<file path="config.mk">
export PLATFORM = sky130hd
export DESIGN_NAME = mnpm_ctrl
export DESIGN_NICKNAME = d
export VERILOG_FILES = /design/src/design/mnpm_pkg.sv /design/src/design/mnpm_ctrl.sv
export VERILOG_INCLUDE_DIRS = /design/src /design/src/design
export SDC_FILE = /design/constraint.sdc
export NUM_CORES = 1
export LEC_CHECK = 0
export BUFFER_PORTS_ARGS = -buffer_cell sky130_fd_sc_hd__buf_2
export CAP_MARGIN = 20
export CORE_AREA = 2 2 39 41
export CTS_BUF_LIST = sky130_fd_sc_hd__clkbuf_8
export DETAILED_ROUTE_END_ITERATION = 16
export DIE_AREA = 0 0 41 43
export MAX_ROUTING_LAYER = met4
export PLACE_DENSITY = 0.52
export SKIP_CTS_REPAIR_TIMING = 1
export SLEW_MARGIN = 20
export SYNTH_ARGS = -nofsm -noshare
export SYNTH_HDL_FRONTEND = slang
export SYNTH_SLANG_ARGS = --single-unit
</file>
<file path="constraint.sdc">
create_clock -name clk_i -period 1.6 [get_ports clk_i]
set_clock_uncertainty 0.05 [all_clocks]
set_input_delay 0.4 -clock clk_i [delete_from_list [all_inputs] [get_ports clk_i]]
set_output_delay 0.4 -clock clk_i [all_outputs]
set_load 0.01 [all_outputs]
</file>
<file path="src/design/midi_note_pair_matcher_top_macros.svh">
// Assertion macros shared by the note pair matcher modules.
// Every macro samples on clk_i; the modules that use them provide clk_i and rst_ni.
`ifndef MIDI_NOTE_PAIR_MATCHER_TOP_MACROS_SVH
`define MIDI_NOTE_PAIR_MATCHER_TOP_MACROS_SVH

// checked only outside reset
`define MNPM_ASSERT(lbl, prop, msg) \
  lbl: assert property (@(posedge clk_i) disable iff (!rst_ni) prop) else $error(msg);

// checked on every edge, reset included
`define MNPM_ASSERT_ALWAYS(lbl, prop, msg) \
  lbl: assert property (@(posedge clk_i) prop) else $error(msg);

`endif

</file>
<file path="src/design/mnpm_pkg.sv">
// Types, codes and helpers for the MIDI note pair matcher.
// No dependencies.
package mnpm_pkg;

  localparam int KeyBits = 11;
  localparam int KeyCount = 2048;
  localparam int VelBits = 7;
  localparam int SvelBits = 16;
  localparam int CfgBits = 20;
  localparam int MaxSndBits = 9;
  localparam int MaxFinBits = 20;

  typedef enum logic [1:0] {
    OP_ON  = 2'd0,
    OP_OFF = 2'd1,
    OP_END = 2'd2,
    OP_BAD = 2'd3
  } op_e;

  typedef enum logic [3:0] {
    ST_QUEUED    = 4'd0,
    ST_DONE      = 4'd1,
    ST_SND_LIMIT = 4'd2,
    ST_UNMATCHED = 4'd3,
    ST_NONPOS    = 4'd4,
    ST_NOTE_LIM  = 4'd5,
    ST_END_OK    = 4'd6,
    ST_END_EMPTY = 4'd7,
    ST_END_SOUND = 4'd8,
    ST_IGNORED   = 4'd9
  } status_e;

  typedef enum logic [0:0] {
    CFG_MAX_SND = 1'b0,
    CFG_MAX_FIN = 1'b1
  } cfg_idx_e;

  typedef struct packed {
    logic latch;
    logic commit;
    logic slot_phase;
    logic clear_step;
  } cmd_t;

  typedef struct packed {
    op_e  op;
    logic failed;
    logic head_valid;
    logic out_free;
    logic clear_done;
  } sts_t;

  // (v*65535+63)/127 = 516*v + (3*v+63)/127, the quotient being 0..3
  function automatic logic [SvelBits-1:0] scale_vel(logic [VelBits-1:0] v);
    logic [8:0] t;
    logic [1:0] q;
    t = 9'(3 * v) + 9'd63;
    if (t >= 9'd381) q = 2'd3;
    else if (t >= 9'd254) q = 2'd2;
    else if (t >= 9'd127) q = 2'd1;
    else q = 2'd0;
    return 16'(v * 516) + 16'(q);
  endfunction

endpackage

</file>
<file path="src/design/mnpm_ctrl.sv">
// Sequencer of the note pair matcher: clear sweep, lookup, slot read, commit.
// Depends on mnpm_pkg and the assertion macro header.
`include "midi_note_pair_matcher_top_macros.svh"

module mnpm_ctrl
  import mnpm_pkg::*;
(
  input  logic clk_i,
  input  logic rst_ni,
  input  logic in_valid_i,
  output logic in_ready_o,
  input  sts_t sts_i,
  output cmd_t cmd_o
);

  typedef enum logic [3:0] {
    S_CLEAR = 4'b0001,
    S_IDLE  = 4'b0010,
    S_LOOK  = 4'b0100,
    S_SLOT  = 4'b1000
  } state_e;

  state_e state_q, state_d;

  always_comb begin
    state_d = state_q;
    cmd_o = '0;
    in_ready_o = 1'b0;
    case (state_q)
      S_CLEAR: begin
        cmd_o.clear_step = 1'b1;
        if (sts_i.clear_done) state_d = S_IDLE;
      end
      S_IDLE: begin
        in_ready_o = 1'b1;
        if (in_valid_i) begin
          cmd_o.latch = 1'b1;
          state_d = S_LOOK;
        end
      end
      S_LOOK: begin
        // a matched note-off needs its slot read first
        if (sts_i.op == OP_OFF && !sts_i.failed && sts_i.head_valid) begin
          state_d = S_SLOT;
        end else if (sts_i.out_free) begin
          cmd_o.commit = 1'b1;
          state_d = (sts_i.op == OP_END) ? S_CLEAR : S_IDLE;
        end
      end
      S_SLOT: begin
        cmd_o.slot_phase = 1'b1;
        if (sts_i.out_free) begin
          cmd_o.commit = 1'b1;
          state_d = S_IDLE;
        end
      end
      default: state_d = S_CLEAR;
    endcase
  end

  always_ff @(posedge clk_i or negedge rst_ni) begin
    if (!rst_ni) state_q <= S_CLEAR;
    else state_q <= state_d;
  end

  `MNPM_ASSERT(a_commit_out_free, cmd_o.commit |-> sts_i.out_free, "commit with busy output")
  `MNPM_ASSERT(a_end_clears, (cmd_o.commit && !cmd_o.slot_phase && sts_i.op == OP_END) |=> state_q == S_CLEAR, "end of track did not start clear")
  `MNPM_ASSERT(a_clear_exit, (state_q == S_CLEAR && sts_i.clear_done) |=> in_ready_o, "clear sweep did not finish")
  `MNPM_ASSERT_ALWAYS(a_ready_no_work, in_ready_o |-> (!cmd_o.commit && !cmd_o.clear_step), "ready while busy")

endmodule

</file>
==> metrics.md <==
| Metric | Value |
|---|---|
| Synth area leaders | `dfrtp_1 22%, a2111oi_4 7.9%, dfstp_2 7.6%, nor4_4 6.1%, nand4bb_2 4.7%` |
| CP Launch Type | `flip-flop` |
| Row count | `14` |
| Synth Net Count | `45` |
| Average wire per standard cell | `9.97 µm` |
| Clock power frac | `27.4%` |
| Unrepaired setup endpoints after global routing | `yes` |
| Synth area leader | `dfrtp_1` |
| Initial antenna violation count | `0` |
| Area of the multi-input gates | `~230 µm²` |
| Ys Warns | `0` |
| Gate Count Post-Synth | `36` |
| Die X | `about 41 µm` |
| Pin count of the biggest net entering global routing | `12` |
| Power Density | `~1400 nW/µm²` |
| Worst stage delay on the critical path | `0.45 ns` |
| Clk root buf | `clkbuf_8` |
| WP data required | `1.15 ns` |
| Combinational share of power | `48.5%` |
| Max IR drop VDD | `748 µV` |
| R2R setup slack | `0.21 ns` |
| Routed Antenna Nets | `0` |
| Vias in the first global route | `313` |
| Switching power total | `between 0.2 and 0.3 mW` |
| Sequential cell area | `104 µm²` |
| LEAKAGE | `0.261 nW` |
| Hold Path Cell Cnt | `2` |
| Int Pwr | `0.518 mW` |
| Worst slew pin tran | `0.296 ns` |
| Total gr overflow | `0` |
| Switching share of power | `33.8%` |
| Fin crit period | `around 1.6 ns` |
| Setup Slack @ Placement | `0.0381 ns` |
| Final hold vios | `0` |
| Core area | `1380 µm²` |
| # H-tree levels | `1` |
| Num CTS Buffers | `3` |
| Reg-to-Reg Start | `state_q[3]` |
| Synth top cells by count | `4 x nor2_1, 3 x a21oi_1, 3 x dfrtp_1, 3 x nand2_1` |
| Failing checks | `setup timing` |
| Top reg by flops | `state_q` |
| Routed vias/inst | `~4.5` |
| Nets | `73` |
| Number of diodes | `0` |
| Worst Hold Class | `input pin to flip-flop` |
| Drt pass-1 iters | `4` |
| Biggest regs | `state_q: 4 flops` |
| I/O Buffers | `13` |
| Mapped Area | `about 350 µm²` |
| Reg clk slew, reported paths | `around 0.030 ns` |
| WP data arrival | `~1.2 ns` |
| CP max stage cell | `dfrtp_2` |
| CP Capture Type | `primary output` |
| Top FF cell, synth | `dfrtp_1` |
| Synth Register Bits | `4` |
| Die footprint | `around 1800 µm²` |
| Inst Count DP | `66` |
| Post-synthesis sequential area ratio | `between 20% and 30%` |
| Status | `finished, violations left` |
| Worst-path cell chain | `nor4_4, nand2_1, inv_1, buf_2` |
| TritonCTS clock tree | `done` |
| Asr flop ratio synth | `100%` |
| Worst setup margin | `-0.0405 ns` |
| CTS Buffer Depth | `2` |
| Dpl cell area | `433 µm²` |
| Area growth from synthesis to layout | `63.9%` |
| Layout cell share with drive strength beyond 1 | `between 60% and 70%` |
| Clk_lat worst skew | `~0.22 ns` |
| Final-report setup violation count | `4` |
| Avg Synthesized Cell Area | `around 9.6 µm²` |
| Post-Layout Cell Count | `79` |
| R2r worst-path depth | `4` |
| Crit path kind | `flip-flop to primary output` |
| Max_cap viols | `0` |
| Tcrit/Tclk final | `103%` |
| GR Util All Layers | `11.7%` |
| Routed WL | `roughly 790 µm` |
| Crit-path max FO | `6` |
| First-pass GRT wire length | `1290 µm` |
| Detailed placement HPWL | `594 µm` |
| Sink Count | `4` |
| Initial DRC count | `5` |
| Pwr Total | `0.784 mW` |
| Fmax | `610 MHz` |
| Hold path start | `in_valid_i` |
| Sink of the worst hold path | `state_q[1]` |
| Unique masters post-synth | `25` |
| Max-slew headroom | `80.3%` |
| Starting Density | `25.0%` |
| Post-synth EDFFs | `0` |
| Die height | `43 µm` |
| FF-to-FF End | `state_q[1]` |
| DRC violations left | `0` |
| Reg power frac | `around 24%` |
| Final Max Tran Viols | `0` |
| Share of the synthesized area in the top cell type | `21.7%` |
| GP Congestion | `around 0.74` |
| Cell with the most instances after synthesis | `nor2_1` |
| Filler cells | `around 150` |
| Design Area, Final | `568 µm²` |
| Num ports | `14` |
| Largest register FFs | `4` |
| Via count | `354` |
## area by class of cell
type | instances | area share [%]
clock buffer | 3 | 7.27
clock inverter | 1 | 0.661
inverter | 3 | 1.98
multi-input combinational | 28 | 40.7
sequential | 4 | 18.3
tap | 16 | 3.52
timing repair buffer | 24 | 27.5
## cells by family (layout without fill, tap and decap cells)
kind of cell           after synthesis  after routing  synth area share (%)
AOI/OAI and AO/OA                   10             10                  25.3
DFF                                  4              4                  29.2
buffers and inverters                4             31                  7.22
and+or+nand+nor                     18             18                  38.3
## stage by stage
step | TNS (ns) | hold WS (ns) | util [%]
after CTS | -0.411 | -0.0740 | 34.5
after floorplan | 0 | 0.0544 | -
after global routing | -0.395 | 0.364 | 41.0
after detailed placement | 0 | 0.157 | 31.3
after global placement | 0 | 0.157 | 31.3
final | -0.0739 | 0.368 | 41.0
## layer usage
metal	up-vias	wire [µm]	track usage [%]	share of wire, %
met2	7	404	14.7	51
met4	0	0	8.00	0
met1	161	360	14.7	46
met5	-	0	-	0
met3	0	23	4.71	2.9
li1	186	-	-	-
## critical path: cells and delay by family, from the launching register on
kind	cells	cell delay [ns]
buffers and inverters	2	0.18
DFF	1	0.45
and+or+nand+nor	2	0.35
## power by group through the flow
stage	sequential (mW)	clock (mW)	combinational, mW
2_1_floorplan	0.181	0	0.207
3_3_place_gp	0.199	0	0.266
3_5_place_dp	0.198	0	0.269
4_1_cts	0.198	0.223	0.270
5_1_grt	0.196	0.232	0.410
6_report	0.189	0.215	0.380
## layout by cell type (no fill, tap or decap)
master         synthesis  routed
nor2_1                 4       3
nor2_2                 0       1
dfrtp_2                0       2
dfrtp_1                3       1
a2111oi_4              1       1
nand2_4                1       1
and3_1                 1       1
inv_2                  2       2
inv_1                  1       2
nand2b_4               0       1
buf_4                  0      10
o22ai_1                1       1
clkbuf_8               1       3
a21oi_2                0       1
a211o_1                1       1
nand2b_1               1       1
dfstp_2                1       1
o21ai_0                1       1
o41ai_1                1       1
nand4bb_2              1       1
buf_2                  0      12
a211oi_1               1       1
buf_6                  0       1
nand2_1                3       3
a21oi_1                3       2
a311oi_1               1       1
nor4_4                 1       1
dlygate4sd3_1          0       1
nand3_1                1       1
nor2b_4                1       1
and2b_1                1       1
nor3_1                 2       2
## worst max-delay path by stage
stage	start	end	slack (ns)	cells past startpoint
after floorplan	state_q[1]	cmd_o[3]	0.01	4
after global placement	sts_i[3]	cmd_o[2]	0.05	5
after detailed placement	sts_i[3]	cmd_o[2]	0.04	5
after CTS	state_q[3]	cmd_o[3]	-0.11	4
after global routing	state_q[3]	cmd_o[3]	-0.12	4
final	state_q[3]	cmd_o[3]	-0.04	4
Power figures use the tool's default switching activity.
